==> config.mk <==
export PLATFORM = sky130hd
export DESIGN_NAME = ncc_argmin_flat
export DESIGN_NICKNAME = d
export VERILOG_FILES = /design/src/rtl/ncc_pkg.sv /design/src/rtl/ncc_rsp_if.sv /design/src/rtl/ncc_argmin.sv /design/src/flat_wrapper.sv
export SDC_FILE = /design/constraint.sdc
export NUM_CORES = 1
export LEC_CHECK = 0
export BUFFER_PORTS_ARGS = -buffer_cell sky130_fd_sc_hd__buf_2
export CAP_MARGIN = 25
export CORE_UTILIZATION = 59
export CTS_BUF_LIST = sky130_fd_sc_hd__clkbuf_4 sky130_fd_sc_hd__clkbuf_8
export CTS_CLUSTER_DIAMETER = 120
export CTS_CLUSTER_SIZE = 28
export DETAILED_ROUTE_END_ITERATION = 12
export GPL_ROUTABILITY_DRIVEN = 0
export PLACE_DENSITY = 0.91
export SKIP_CTS_REPAIR_TIMING = 1
export SLEW_MARGIN = 20
export SYNTH_ARGS = -nofsm -noshare
export SYNTH_HDL_FRONTEND = slang
export SYNTH_SLANG_ARGS = --single-unit
==> constraint.sdc <==
create_clock -name clock -period 20.3 [get_ports clock]
set_input_delay 1.015 -clock clock [delete_from_list [all_inputs] [get_ports clock]]
set_output_delay 1.015 -clock clock [all_outputs]
set_load 0.1 [all_outputs]
==> src/rtl/ncc_pkg.sv <==
// Package for the nearest centroid classifier.
// Holds the operation codes, field widths and saturation limit shared by the importing files.
// No dependencies.
package ncc_pkg;

   typedef enum logic [0:0] {
      OP_LOAD     = 1'b0,
      OP_CLASSIFY = 1'b1
   } ncc_op_type;

   localparam int VALUE_W   = 16;
   localparam int DIFF_W    = 17;
   localparam int SQ_W      = 32;
   localparam int SUM_W     = 38;
   localparam int CLUSTER_W = 3;
   localparam int FEATURE_W = 6;
   localparam int CSR_W     = 4;
   localparam int LANE_CAP  = 8;

   localparam logic [CSR_W-1:0] CSR_RESET = 4'd8;
   localparam logic [SUM_W-1:0] SUM_MAX   = {SUM_W{1'b1}};

endpackage

==> src/rtl/ncc_rsp_if.sv <==
// Result channel of the nearest centroid classifier: valid, ready and one result.
// Depends on ncc_pkg for the field widths.
interface ncc_rsp_if import ncc_pkg::*; ();
   logic                 valid;
   logic                 ready;
   logic [CLUSTER_W-1:0] cluster;
   logic [SUM_W-1:0]     min_distance;

   modport source (output valid, cluster, min_distance, input ready);
   modport sink   (input valid, cluster, min_distance, output ready);
endinterface

==> src/rtl/ncc_argmin.sv <==
// Minimum search over the final sums of a point and the result register.
// Depends on ncc_pkg and ncc_rsp_if.
module ncc_argmin import ncc_pkg::*; #(
   parameter int LANES = 8
) (
   input  logic             clock,
   input  logic             reset,
   input  logic [CSR_W-1:0] clusters_in_use,
   input  logic             fin_valid,
   input  logic [SUM_W-1:0] fin_sums [LANES],
   output logic             advance,
   ncc_rsp_if.source        rsp_chan
);
   typedef struct packed {
      logic                 active;
      logic [CLUSTER_W-1:0] index;
      logic [SUM_W-1:0]     distance;
   } cand_type;

   // Between active candidates, the lower-indexed one wins only when strictly smaller, so ties go high.
   function automatic cand_type pick(input cand_type lo, input cand_type hi);
      cand_type res;
      if (lo.active && (!hi.active || (lo.distance < hi.distance))) begin
         res = lo;
      end else begin
         res = hi;
      end
      return res;
   endfunction

   logic [CSR_W-1:0]     active_n;
   cand_type             leaf [LANE_CAP];
   cand_type             lvl1 [LANE_CAP/2];
   cand_type             lvl2 [LANE_CAP/4];
   cand_type             best;
   logic                 load;
   logic                 rsp_valid_ff, rsp_valid_in;
   logic [CLUSTER_W-1:0] cluster_ff;
   logic [SUM_W-1:0]     distance_ff;

   always_comb begin
      if (clusters_in_use == '0) begin
         active_n = CSR_W'(1);
      end else if (32'(clusters_in_use) > 32'(LANES)) begin
         active_n = CSR_W'(LANES);
      end else begin
         active_n = clusters_in_use;
      end
   end

   for (genvar i = 0; i < LANE_CAP; i++) begin : g_leaf
      if (i < LANES) begin : g_used
         assign leaf[i] = '{active: CSR_W'(i) < active_n, index: CLUSTER_W'(i),
                            distance: fin_sums[i]};
      end else begin : g_unused
         assign leaf[i] = '{active: 1'b0, index: CLUSTER_W'(i), distance: '0};
      end
   end

   always_comb begin
      for (int i = 0; i < LANE_CAP/2; i++) begin
         lvl1[i] = pick(leaf[2*i], leaf[2*i+1]);
      end
      for (int i = 0; i < LANE_CAP/4; i++) begin
         lvl2[i] = pick(lvl1[2*i], lvl1[2*i+1]);
      end
      best = pick(lvl2[0], lvl2[1]);
   end

   assign advance      = !(fin_valid && rsp_valid_ff && !rsp_chan.ready);
   assign load         = fin_valid && advance;
   assign rsp_valid_in = load || (rsp_valid_ff && !rsp_chan.ready);

   always_ff @(posedge clock) begin
      if (reset) begin
         rsp_valid_ff <= 1'b0;
      end else begin
         rsp_valid_ff <= rsp_valid_in;
      end
   end

   always_ff @(posedge clock) begin
      if (load) begin
         cluster_ff  <= best.index;
         distance_ff <= best.distance;
      end
   end

   assign rsp_chan.valid        = rsp_valid_ff;
   assign rsp_chan.cluster      = cluster_ff;
   assign rsp_chan.min_distance = distance_ff;
endmodule

==> src/flat_wrapper.sv <==
// flat-port wrapper written by rule: the top's interface ports become plain ports
module ncc_argmin_flat import ncc_pkg::*;
#(
   parameter int LANES = 8
)
  (clock, reset, clusters_in_use, fin_valid, fin_sums, advance, rsp_chan_valid, rsp_chan_cluster, rsp_chan_min_distance, rsp_chan_ready);
  ncc_rsp_if rsp_chan_i ();
  input  logic clock;
  input  logic reset;
  input  logic [CSR_W-1:0] clusters_in_use;
  input  logic fin_valid;
  input  logic [SUM_W-1:0] fin_sums[LANES];
  output logic advance;
  output wire logic [$bits(rsp_chan_i.valid)-1:0] rsp_chan_valid;
  output wire logic [$bits(rsp_chan_i.cluster)-1:0] rsp_chan_cluster;
  output wire logic [$bits(rsp_chan_i.min_distance)-1:0] rsp_chan_min_distance;
  input wire logic [$bits(rsp_chan_i.ready)-1:0] rsp_chan_ready;
  assign rsp_chan_valid = rsp_chan_i.valid;
  assign rsp_chan_cluster = rsp_chan_i.cluster;
  assign rsp_chan_min_distance = rsp_chan_i.min_distance;
  assign rsp_chan_i.ready = rsp_chan_ready;
  ncc_argmin #(.LANES(LANES)) u_core (.clock(clock), .reset(reset), .clusters_in_use(clusters_in_use), .fin_valid(fin_valid), .fin_sums(fin_sums), .advance(advance), .rsp_chan(rsp_chan_i));
endmodule
==> flow_metrics.env <==
export IMPL_outcome="finished clean"
export IMPL_worstPathMaxFanout=43
export IMPL_relSlewSlack=0.4730
export IMPL_leakagePower_nw=7.537
export IMPL_die_y_um=139.6
export IMPL_power_density_nw_per_um2=70.50
export IMPL_antenna_found_initial=1
export IMPL_root_buffer="clkbuf_8"
export IMPL_timing_hold_ws_ns=0.6441
export IMPL_wl_met1_mm=13.67
export IMPL_yosys_area_top_type="ha_1"
export IMPL_core_area_um2=18270
export IMPL_finalSetupViolations=0
export IMPL_yosys_warnings=0
export IMPL_async_flop_share=0
export IMPL_clk_pin_slew_ns=0.08
export IMPL_nets=2372
export IMPL_ys_ff_latch=42
export IMPL_wl_met3_mm=2.392
export IMPL_synth_cells=1477
export IMPL_final_cells=2032
export IMPL_syn_to_final_growth_pct=18.03
export IMPL_yosys_area_share_simple=0.1626
export IMPL_synth_enable_flop_cells=41
export IMPL_slowest_delay_ns=0.67
export IMPL_ys_types=65
export IMPL_synth_compound_area_frac=0.2104
export IMPL_yosysSeqAreaShare=0.1121
export IMPL_slowest_stage="nor4_1"
export IMPL_clock_sinks=42
export IMPL_cts_buffers=5
export IMPL_ant_nets=0
export IMPL_ys_flop_type="edfxtp_1"
export IMPL_avgViaCountPerCell=5.948
export IMPL_wl_met2_mm=16.25
export IMPL_setup_ws_ns=9.976
export IMPL_wl_mm=34.05
export IMPL_dpl_cell_count=2023
export IMPL_grt_pass1_wl_mm=52.84
export IMPL_slew_viol_final=0
export IMPL_ios=355
export IMPL_post_synth_top_count_cell="ha_1"
export IMPL_yosys_top_cells_count="ha_1 (259), inv_1 (230), a21oi_1 (161)"
export IMPL_critPathCaptureType="flip-flop"
export IMPL_finalPower_uw=929.0
export IMPL_dieArea_um2=19480
export IMPL_vias=12090
export IMPL_grt_pass1_vias=11400
export IMPL_clkLatencyLatePin_ns=0.31
export IMPL_finalHoldViolations=0
export IMPL_hpwl_mm=29.54
export IMPL_worst_pin_slew_ns=0.7705
export IMPL_die_x_um=139.6
export IMPL_grt_ovfl_total=0
export IMPL_clock_path_buffers=2
export IMPL_grt_usage=0.3368
export IMPL_wl_per_cell_um=16.76
export IMPL_fin_util=0.7213
export IMPL_mappedNetlistArea_um2=11160
export IMPL_worstSetupPathType="in -> reg"
export IMPL_tns_ns=0
export IMPL_finalCritPeriodShare=0.5086
export IMPL_first_pass_iters=5
export IMPL_drt_initial_drc_count=967
export IMPL_synth_xor_area_frac=0
export IMPL_required_ns=20.37
export IMPL_synth_mux_area_frac=0.1231
export IMPL_finClkSkew_ns=0.008939
export IMPL_post_route_drc_count=0
export IMPL_rsz0062_at_grt="false"
export IMPL_synth_top_family_by_area="adder cells"
export IMPL_peakVddDrop_mv=0.09469
export IMPL_dp_slack_ns=9.854
export IMPL_htree_levels=2
export IMPL_cts_tree="yes"
export IMPL_synth_top_area_share=0.2903
export IMPL_maxCapViolCount=0
export IMPL_syn_avg_cell_area_um2=7.559
export IMPL_drive_gt1_frac=0.2358
export IMPL_period_needed_ns=10.32
export IMPL_io_buffers=354
export IMPL_start_util=0.6111
export IMPL_synth_nets=2048
export IMPL_start_kind="input pin"
export IMPL_hp_class="reg -> reg"
export IMPL_synthTopCellsByArea="ha_1 (29%), edfxtp_1 (11%), inv_1 (7.7%), a21oi_1 (7.2%), mux2i_1 (7.0%)"
export IMPL_final_area_um2=13180
export IMPL_critPathArrivalTime_ns=10.39
export IMPL_place_area_um2=13090
export IMPL_highest_layer="met4"
export IMPL_synth_adder_area_share=0.2903
export IMPL_grt_max_degree=77
export IMPL_fmax_ghz=0.09686
export IMPL_std_cell_rows=49
area by class of cell:
cell class,count,area (um2)
multi-input cells,1160,8837
fillers,1489,5092
repair buffers,362,1852
flip-flops and latches,42,1251
inverters,230,863.3
well taps,229,286.5
clock buffers,6,76.32
clock inverters,2,8.758
diodes,1,2.502
sequential cells by signal (all words and copies together) (netlist names):
| name | count |
|---|---|
| u_core.rsp_chan.valid | 1 |
| u_core.rsp_chan.cluster | 3 |
| u_core.rsp_chan.min_distance | 38 |
worst max-delay path, delay by kind of cell:
kind                       cells  cell delay [ns]
AOI/OAI and AO/OA             14             3.26
and+or+nand+nor                8             2.86
buffers and inverters          6             1.67
adders and majority gates      3             0.95
muxes                          2             0.57
placed cells by master (no fill, tap or decap), drive strengths merged, types with 18 or more instances in the layout:
cell / n
o21ai: 88
o21a: 41
buf: 362
mux2i: 78
nand2: 155
nor3: 18
nor2: 116
nand4: 41
nand3: 19
edfxtp: 41
a21oi: 161
ha: 259
a21o: 25
inv: 230
mux2: 40
path summary, 6_finish.rpt:
| check | to | cells past startpoint | start | slack (ns) |
|---|---|---|---|---|
| setup reg to reg | u_core.rsp_chan.min_distance[1]$_DFFE_PP_ | 3 | u_core.rsp_chan.valid$_SDFF_PP0_ | 18.64 |
| hold / removal | u_core.rsp_chan.valid$_SDFF_PP0_ | 3 | u_core.rsp_chan.valid$_SDFF_PP0_ | 0.64 |
| setup / recovery | u_core.rsp_chan.min_distance[0]$_DFFE_PP_ | 33 | fin_sums[248] | 9.98 |
| hold reg to reg | u_core.rsp_chan.valid$_SDFF_PP0_ | 3 | u_core.rsp_chan.valid$_SDFF_PP0_ | 0.64 |
routing by layer:
layer	up-vias	global-route usage
li1	5909	-
met1	5470	0.4001
met2	572	0.5922
met3	135	0.04680
met4	0	0.1706
met5	-	0
cell families after synthesis:
kind of cell / after synthesis
adder cells (fa/ha/maj): 259
flip-flops: 42
multiplexers: 118
buffers and inverters: 275
AND/OR/NAND/NOR: 398
AO/OA/AOI/OAI: 385
report_power, final:
group	switching [mW]	internal, mW
clock network	0.0311	0.0250
registers	0.00906	0.130
logic	0.471	0.263
(Power assumes the default switching activity.)
